<file path="config.mk">
export PLATFORM = sky130hd
export DESIGN_NAME = encoder_clock_set_controller
export DESIGN_NICKNAME = d
export VERILOG_FILES = /design/src/rtl/ecsc_pkg.sv /design/src/rtl/ecsc_step.sv /design/src/rtl/encoder_clock_set_controller.sv
export SDC_FILE = /design/constraint.sdc
export NUM_CORES = 1
export LEC_CHECK = 0
export BUFFER_PORTS_ARGS = -buffer_cell sky130_fd_sc_hd__clkbuf_2
export CAP_MARGIN = 20
export CORE_MARGIN = 10
export CORE_UTILIZATION = 45
export CTS_CLUSTER_SIZE = 30
export DETAILED_ROUTE_END_ITERATION = 7
export PLACE_DENSITY_LB_ADDON = 0.2
export SLEW_MARGIN = 20
export SYNTH_ARGS = -nofsm -noshare
export SYNTH_HDL_FRONTEND = slang
export SYNTH_SLANG_ARGS = --single-unit
</file>
<file path="constraint.sdc">
create_clock -name clk -period 8.2 [get_ports clk]
set_input_delay 0.41 -clock clk [delete_from_list [all_inputs] [get_ports clk]]
set_output_delay 0.41 -clock clk [all_outputs]
set_load 0.02 [all_outputs]
</file>
<file path="src/rtl/ecsc_pkg.sv">
// Types, codes and field tables shared by the encoder clock-set controller.
package ecsc_pkg;

  localparam int unsigned NUM_FIELDS = 5;
  localparam int unsigned ELAPSED_W  = 9;
  localparam int unsigned VALUE_W    = 7;
  localparam int unsigned FOCUS_W    = 3;
  localparam int unsigned CFG_IDX_W  = 1;

  localparam logic [ELAPSED_W-1:0] ELAPSED_MAX = '1;
  localparam logic [ELAPSED_W-1:0] ROTARY_QUIET_RESET = 9'd100;
  localparam logic [ELAPSED_W-1:0] KEY_QUIET_RESET    = 9'd300;

  localparam logic [FOCUS_W-1:0] FOCUS_YEAR   = 3'd0;
  localparam logic [FOCUS_W-1:0] FOCUS_MONTH  = 3'd1;
  localparam logic [FOCUS_W-1:0] FOCUS_DAY    = 3'd2;
  localparam logic [FOCUS_W-1:0] FOCUS_HOUR   = 3'd3;
  localparam logic [FOCUS_W-1:0] FOCUS_MINUTE = 3'd4;

  localparam logic [7:0] ADDR_PROTECT   = 8'h8E;
  localparam logic [7:0] ADDR_CLEAR_SEC = 8'h80;

  // Input opcodes.
  localparam logic [1:0] OP_TICK  = 2'd0;
  localparam logic [1:0] OP_EDGE  = 2'd1;
  localparam logic [1:0] OP_KEY   = 2'd2;
  localparam logic [1:0] OP_SNAP  = 2'd3;

  // Configuration register indexes.
  localparam logic [CFG_IDX_W-1:0] CFG_ROTARY_QUIET = 1'd0;
  localparam logic [CFG_IDX_W-1:0] CFG_KEY_QUIET    = 1'd1;

  typedef struct packed {
    logic [1:0]         opcode;
    logic               phase_a_level;
    logic               phase_b_level;
    logic [VALUE_W-1:0] snap_year;
    logic [VALUE_W-1:0] snap_month;
    logic [VALUE_W-1:0] snap_day;
    logic [VALUE_W-1:0] snap_hour;
    logic [VALUE_W-1:0] snap_minute;
  } in_item_t;

  typedef struct packed {
    logic               cmd_valid;
    logic [7:0]         cmd_address;
    logic [7:0]         cmd_data;
    logic               refresh;
    logic               edit_mode;
    logic [FOCUS_W-1:0] focus;
    logic               last;
  } out_item_t;

  typedef struct packed {
    logic                                mode;
    logic [FOCUS_W-1:0]                  focus;
    logic [ELAPSED_W-1:0]                rotary_elapsed;
    logic [ELAPSED_W-1:0]                key_elapsed;
    logic [NUM_FIELDS-1:0][VALUE_W-1:0]  time_copy;
  } state_t;

  localparam state_t STATE_RESET = '{
    mode:           1'b0,
    focus:          FOCUS_YEAR,
    rotary_elapsed: ELAPSED_MAX,
    key_elapsed:    ELAPSED_MAX,
    time_copy:      '0
  };

  typedef enum logic [1:0] {
    RES_PLAIN,
    RES_EDIT,
    RES_EDIT_MINUTE
  } res_kind_t;

  // Everything needed to replay the result transfers of one item.
  typedef struct packed {
    res_kind_t          kind;
    logic               refresh;
    logic               edit_mode;
    logic [FOCUS_W-1:0] focus;
    logic [7:0]         field_address;
    logic [7:0]         field_data;
  } res_t;

  function automatic logic [7:0] field_address(input logic [FOCUS_W-1:0] f);
    logic [7:0] a;
    case (f)
      FOCUS_YEAR:  a = 8'h8C;
      FOCUS_MONTH: a = 8'h88;
      FOCUS_DAY:   a = 8'h86;
      FOCUS_HOUR:  a = 8'h84;
      default:     a = 8'h82;
    endcase
    return a;
  endfunction

  function automatic logic [VALUE_W-1:0] field_lowest(input logic [FOCUS_W-1:0] f);
    logic [VALUE_W-1:0] m;
    case (f)
      FOCUS_MONTH, FOCUS_DAY: m = 7'd1;
      default:                m = 7'd0;
    endcase
    return m;
  endfunction

  function automatic logic [VALUE_W-1:0] field_highest(input logic [FOCUS_W-1:0] f);
    logic [VALUE_W-1:0] m;
    case (f)
      FOCUS_YEAR:  m = 7'd99;
      FOCUS_MONTH: m = 7'd12;
      FOCUS_DAY:   m = 7'd31;
      FOCUS_HOUR:  m = 7'd23;
      default:     m = 7'd59;
    endcase
    return m;
  endfunction

  // Tens digit by multiplying with 205/2048, exact for all 7-bit values.
  function automatic logic [7:0] to_bcd(input logic [VALUE_W-1:0] v);
    logic [14:0]        prod;
    logic [3:0]         tens;
    logic [VALUE_W-1:0] ones;
    prod = 15'(v) * 15'd205;
    tens = prod[14:11];
    ones = v - 7'(tens) * 7'd10;
    return {tens, ones[3:0]};
  endfunction

endpackage

</file>
<file path="src/rtl/ecsc_step.sv">
// Next-state and result summary for one input item of the clock-set controller.
module ecsc_step (
  input  ecsc_pkg::in_item_t                 item,
  input  ecsc_pkg::state_t                   st,
  input  logic [ecsc_pkg::ELAPSED_W-1:0]     rotary_quiet,
  input  logic [ecsc_pkg::ELAPSED_W-1:0]     key_quiet,
  output ecsc_pkg::state_t                   st_next,
  output ecsc_pkg::res_t                     res
);

  logic                              rotary_open;
  logic                              key_open;
  logic [ecsc_pkg::FOCUS_W-1:0]      f;
  logic [ecsc_pkg::VALUE_W-1:0]      cur;
  logic [ecsc_pkg::VALUE_W-1:0]      lo;
  logic [ecsc_pkg::VALUE_W-1:0]      hi;
  logic [ecsc_pkg::VALUE_W-1:0]      nv;

  assign rotary_open = st.rotary_elapsed >= rotary_quiet;
  assign key_open    = st.key_elapsed >= key_quiet;

  assign f   = (st.focus > ecsc_pkg::FOCUS_MINUTE) ? ecsc_pkg::FOCUS_MINUTE : st.focus;
  assign cur = st.time_copy[f];
  assign lo  = ecsc_pkg::field_lowest(f);
  assign hi  = ecsc_pkg::field_highest(f);

  always_comb begin
    if (item.phase_b_level) begin
      nv = (cur >= hi) ? lo : cur + 7'd1;
    end else begin
      nv = (cur <= lo || cur > hi) ? hi : cur - 7'd1;
    end
  end

  always_comb begin
    st_next  = st;
    res.kind = ecsc_pkg::RES_PLAIN;
    res.refresh = 1'b0;
    res.field_address = ecsc_pkg::field_address(f);
    res.field_data    = ecsc_pkg::to_bcd(nv);
    case (item.opcode)
      ecsc_pkg::OP_TICK: begin
        if (st.rotary_elapsed != ecsc_pkg::ELAPSED_MAX) begin
          st_next.rotary_elapsed = st.rotary_elapsed + 9'd1;
        end
        if (st.key_elapsed != ecsc_pkg::ELAPSED_MAX) begin
          st_next.key_elapsed = st.key_elapsed + 9'd1;
        end
      end
      ecsc_pkg::OP_KEY: begin
        if (key_open) begin
          st_next.key_elapsed = '0;
          st_next.mode = ~st.mode;
          res.refresh = 1'b1;
        end
      end
      ecsc_pkg::OP_SNAP: begin
        st_next.time_copy[ecsc_pkg::FOCUS_YEAR]   = item.snap_year;
        st_next.time_copy[ecsc_pkg::FOCUS_MONTH]  = item.snap_month;
        st_next.time_copy[ecsc_pkg::FOCUS_DAY]    = item.snap_day;
        st_next.time_copy[ecsc_pkg::FOCUS_HOUR]   = item.snap_hour;
        st_next.time_copy[ecsc_pkg::FOCUS_MINUTE] = item.snap_minute;
        res.refresh = 1'b1;
      end
      ecsc_pkg::OP_EDGE: begin
        // An open lockout is consumed even when phase A is high.
        if (rotary_open) begin
          st_next.rotary_elapsed = '0;
          if (!item.phase_a_level) begin
            res.refresh = 1'b1;
            if (!st.mode) begin
              if (item.phase_b_level) begin
                st_next.focus = (st.focus >= ecsc_pkg::FOCUS_MINUTE) ?
                                ecsc_pkg::FOCUS_YEAR : st.focus + 3'd1;
              end else begin
                st_next.focus = (st.focus == ecsc_pkg::FOCUS_YEAR ||
                                 st.focus > ecsc_pkg::FOCUS_MINUTE) ?
                                ecsc_pkg::FOCUS_MINUTE : st.focus - 3'd1;
              end
            end else begin
              st_next.time_copy[f] = nv;
              res.kind = (f == ecsc_pkg::FOCUS_MINUTE) ?
                         ecsc_pkg::RES_EDIT_MINUTE : ecsc_pkg::RES_EDIT;
            end
          end
        end
      end
      default: begin
      end
    endcase
    res.edit_mode = st_next.mode;
    res.focus     = st_next.focus;
  end

endmodule

</file>
<file path="src/rtl/encoder_clock_set_controller.sv">
// Top level of the encoder clock-set controller: state, config and result register.
// The first result of an item is offered in the cycle after its transfer.
// One result per cycle while out_ready is high; ticks, key presses, snapshots and non-edit
// edges give one result each, an edit edge two (three for the minute), set by the single result
// register that emits one write command per cycle. A new item is taken on the last one.
// Reset (synchronous, rst high): navigate mode, focus on year, lockout counters at 511,
// time copy zero, quiet times 100 and 300, no result pending.
module encoder_clock_set_controller (
  input  logic                              clk,
  input  logic                              rst,
  input  logic                              in_valid,
  output logic                              in_ready,
  input  ecsc_pkg::in_item_t                in_data,
  output logic                              out_valid,
  input  logic                              out_ready,
  output ecsc_pkg::out_item_t               out_data,
  input  logic                              cfg_valid,
  output logic                              cfg_ready,
  input  logic [ecsc_pkg::CFG_IDX_W-1:0]    cfg_index,
  input  logic [ecsc_pkg::ELAPSED_W-1:0]    cfg_data
);

  ecsc_pkg::state_t                  st;
  ecsc_pkg::state_t                  st_next;
  ecsc_pkg::res_t                    res;
  ecsc_pkg::res_t                    res_next;
  logic [ecsc_pkg::ELAPSED_W-1:0]    rotary_quiet;
  logic [ecsc_pkg::ELAPSED_W-1:0]    key_quiet;
  logic [1:0]                        res_idx;
  logic [1:0]                        res_final;
  logic                              is_final;
  logic                              in_xfer;
  logic                              out_xfer;

  ecsc_step u_step (
    .item         (in_data),
    .st           (st),
    .rotary_quiet (rotary_quiet),
    .key_quiet    (key_quiet),
    .st_next      (st_next),
    .res          (res_next)
  );

  always_comb begin
    case (res.kind)
      ecsc_pkg::RES_EDIT:        res_final = 2'd1;
      ecsc_pkg::RES_EDIT_MINUTE: res_final = 2'd2;
      default:                   res_final = 2'd0;
    endcase
  end

  assign is_final  = res_idx == res_final;
  assign in_ready  = !out_valid || (out_ready && is_final);
  assign in_xfer   = in_valid && in_ready;
  assign out_xfer  = out_valid && out_ready;
  assign cfg_ready = 1'b1;

  always_ff @(posedge clk) begin
    if (rst) begin
      rotary_quiet <= ecsc_pkg::ROTARY_QUIET_RESET;
      key_quiet    <= ecsc_pkg::KEY_QUIET_RESET;
    end else if (cfg_valid) begin
      case (cfg_index)
        ecsc_pkg::CFG_ROTARY_QUIET: rotary_quiet <= cfg_data;
        ecsc_pkg::CFG_KEY_QUIET:    key_quiet    <= cfg_data;
        default: begin
        end
      endcase
    end
  end

  always_ff @(posedge clk) begin
    if (rst) begin
      st        <= ecsc_pkg::STATE_RESET;
      out_valid <= 1'b0;
      res_idx   <= '0;
    end else begin
      if (in_xfer) begin
        st        <= st_next;
        out_valid <= 1'b1;
        res_idx   <= '0;
      end else if (out_xfer) begin
        if (is_final) begin
          out_valid <= 1'b0;
        end else begin
          res_idx <= res_idx + 2'd1;
        end
      end
    end
  end

  always_ff @(posedge clk) begin
    if (in_xfer) begin
      res <= res_next;
    end
  end

  // Edit sequence: write-protect clear, field write, then seconds clear for the minute.
  always_comb begin
    out_data.cmd_valid   = 1'b0;
    out_data.cmd_address = 8'h00;
    out_data.cmd_data    = 8'h00;
    if (res.kind != ecsc_pkg::RES_PLAIN) begin
      out_data.cmd_valid = 1'b1;
      case (res_idx)
        2'd0: out_data.cmd_address = ecsc_pkg::ADDR_PROTECT;
        2'd1: begin
          out_data.cmd_address = res.field_address;
          out_data.cmd_data    = res.field_data;
        end
        default: out_data.cmd_address = ecsc_pkg::ADDR_CLEAR_SEC;
      endcase
    end
    out_data.refresh   = res.refresh;
    out_data.edit_mode = res.edit_mode;
    out_data.focus     = res.focus;
    out_data.last      = is_final;
  end

  a_idx_in_range: assert property (@(posedge clk) disable iff (rst)
    out_valid |-> res_idx <= res_final)
    else $error("result index beyond the item's last result");

  a_in_gives_out: assert property (@(posedge clk) disable iff (rst)
    in_xfer |=> out_valid && res_idx == 2'd0)
    else $error("accepted item did not start a result sequence");

  a_cmd_only_in_edit: assert property (@(posedge clk) disable iff (rst)
    out_valid && out_data.cmd_valid |-> out_data.edit_mode && out_data.refresh)
    else $error("write command outside edit mode");

  a_focus_range: assert property (@(posedge clk) disable iff (rst)
    st.focus <= ecsc_pkg::FOCUS_MINUTE)
    else $error("focus beyond the minute field");

  a_mode_toggle_key: assert property (@(posedge clk) disable iff (rst)
    $past(!rst) && st.mode != $past(st.mode) |-> $past(in_xfer) &&
    $past(in_data.opcode) == ecsc_pkg::OP_KEY)
    else $error("mode changed without a key press");

endmodule
</file>
==> impl_metrics.env <==
export IMPL_hold_viol_final=0
export IMPL_gp_congestion=0.994
export IMPL_drt_iter0_drc=428
export IMPL_r2r_start="st[54]$_SDFFE_PP0P_"
export IMPL_netlist_area_um2=6820
export IMPL_finalSetupViolations=0
export IMPL_die_area_um2=20500
export IMPL_grt_overflow_total=0
export IMPL_status="finished, final reports clean"
export IMPL_grt_max_degree=79
export IMPL_clock_fmax_mhz=131
export IMPL_max_slew_margin=0.288
export IMPL_cts_buffer_depth=2
export IMPL_hold_path_class="input pin to flip-flop"
export IMPL_worstPathRequired_ps=8310
export IMPL_met2_usage=0.289
export IMPL_ios=80
export IMPL_clk_pin_slew_ps=70
export IMPL_finClkSkew_ps=11.1
export IMPL_timing_setup_tns_ps=0
export IMPL_end_kind="flip-flop"
export IMPL_nFillCells=1414
export IMPL_dp_hpwl_um=14400
export IMPL_tightest_slew_ps=1060
export IMPL_nets=1003
export IMPL_max_vdd_ir_drop_v=0.000276
export IMPL_cts_root_buffer="clkbuf_16"
export IMPL_crit_path_frequent_cell="ha_1"
export IMPL_cts_tree="done"
export IMPL_met1_usage=0.252
export IMPL_start_util=0.464
export IMPL_hp_start="cfg_data[5]"
export IMPL_cts_hold_buf=0
export IMPL_max_stage_delay_ps=520
export IMPL_grt_pass1_wl_um=30300
export IMPL_rsz0062_at_grt="false"
export IMPL_std_cell_rows=44
export IMPL_htreeDepth=3
export IMPL_io_buffers=74
export IMPL_via_count=5830
export IMPL_avgSynthCellArea_um2=8.47
export IMPL_cap_violations=0
export IMPL_final_period_utilization=0.931
export IMPL_ys_seq_elements=96
export IMPL_diodes=0
export IMPL_cellLeakagePower_nw=3.44
export IMPL_yosys_warnings=0
export IMPL_final_min_clock_period_ps=7630
export IMPL_globalRouteTotalUtil=0.184
export IMPL_clk_latency_ps=360
export IMPL_async_flop_share=0
export IMPL_crit_start="st[54]$_SDFFE_PP0P_"
export IMPL_finalMaxSlewViolations=0
export IMPL_synth_edf_count=18
export IMPL_drive_above_1_share=0.149
export IMPL_cp_slowest_cell="fa_1"
export IMPL_yosys_cell_types_count=69
export IMPL_top_usage_layer="met2"
export IMPL_crit_path_max_fanout=11
export IMPL_path_class="flip-flop to flip-flop"
export IMPL_post_drt_wl_per_cell_um=17.5
export IMPL_powerDensity_nw_per_um2=242
export IMPL_firstDrtPassIters=5
export IMPL_grt_pass1_vias=5652
export IMPL_areaGrowthSynthToFinish_pct=12.4
export IMPL_die_x_um=143
export IMPL_antenna_found_initial=0
export IMPL_worstPathArrival_ps=7740
export IMPL_wl_um=18500
export IMPL_synth_main_ff_cell="dfxtp_1"
export IMPL_antenna_left=0
export IMPL_routed_via_density=5.52
export IMPL_fp_dieH_um=143
export IMPL_drc=0
export IMPL_cp_start_kind="flip-flop"
export IMPL_synth_cells=805
export IMPL_globalRouteMet3Util=0.0388
export IMPL_utilization=0.521
export IMPL_core_area_um2=14700
export IMPL_cts_made_buffers=9
export IMPL_clock_sinks=96
export IMPL_synth_seq_area_share=0.308
what timing repair did:
action	in CTS	in global routing
setup endpoints to repair	0	2
buffers inserted	0	0
resized for setup	0	5
worst max-delay path: cells and delay by family, from the launching register on:
family | cells | cell delay [ps]
muxes | 1 | 220
buffers and inverters | 6 | 550
adders and majority gates | 10 | 3320
and+or+nand+nor | 5 | 660
DFF | 1 | 310
AOI/OAI and AO/OA | 8 | 1800
xor gates and xnor gates | 3 | 500
cells by family after synthesis:
kind of cell	count (synthesis)	synth area share
compound gates	196	0.205
buf+inv	127	0.0826
mux	17	0.0266
xor+xnor	28	0.0360
fa+ha+maj	82	0.160
simple gates	257	0.180
flops	96	0.308
other cells	2	0.00110
area by class of cell:
type                       instances  area (um2)  area share
clock inverter                     5        61.3     0.00801
multi-input combinational        585        4180       0.546
tap                              184         230      0.0301
sequential                        96        2100       0.274
timing repair buffer              96         536      0.0699
inverter                          79         297      0.0387
clock buffer                      11         254      0.0332
state kept, by name (all words and copies together) (netlist names):
signal	flops
st	57
res	13
key_quiet	9
rotary_quiet	9
out_data	5
res_idx	2
out_valid	1
where the power goes:
group          switching [mW]  internal, mW  total, mW  leakage (nW)
registers              0.0267         0.560      0.587         0.808
clock network           0.187         0.257      0.444         0.156
logic                   0.455         0.372      0.826          2.47
total                   0.668          1.19       1.86          3.44
stage by stage:
stage,worst slack [ps],hold slack (ps),total power [mW],area (um2),instances
finish,567,278,1.86,7660,1056
global route,70.2,276,2.02,7660,1056
CTS,433,266,1.88,7640,1056
detailed placement,445,452,1.43,7330,1040
global placement,685,445,1.41,7330,1040
floorplan,406,436,1.24,6830,808
path summary, 6_finish.rpt:
check,endpoint,depth (start not counted),slack [ps]
min reg2reg,key_quiet[4]$_SDFFE_PP0P_,2,460
max,res[3]$_DFFE_PP_,33,570
max reg2reg,res[3]$_DFFE_PP_,33,570
min,rotary_quiet[5]$_SDFFE_PP1P_,2,280
layer usage:
metal	routed length (um)	vias up
li1	-	2956
met1	8860	2733
met2	8420	129
met3	1000	12
met4	183	0
met5	0	-
synthesized netlist by cell type (18+ instances only):
library cell	instances	area share
nor2_1	84	0.046
dfxtp_1	78	0.23
inv_1	77	0.042
ha_1	73	0.13
nand2_1	62	0.034
o22ai_1	33	0.030
a21oi_1	32	0.023
nor3_1	27	0.020
clkbuf_1	25	0.014
o21ai_0	23	0.017
xnor2_1	23	0.030
a211oi_1	21	0.023
edfxtp_1	18	0.079
placed cells by master, fill, tap and decap left out, drive strengths merged, types with 7 or more instances in the layout:
cell type / count
a211o: 14
a211oi: 21
a21o: 12
a21oi: 32
a221oi: 7
a2bb2oi: 12
and2: 10
and3: 8
buf: 22
clkbuf: 85
dfxtp: 78
edfxtp: 18
fa: 9
ha: 73
inv: 80
mux2i: 11
nand2: 62
nand2b: 12
nand3: 16
nor2: 84
nor2b: 10
nor3: 27
o21ai: 27
o21bai: 7
o22ai: 33
xnor2: 23
Power figures use the tool's default switching activity.
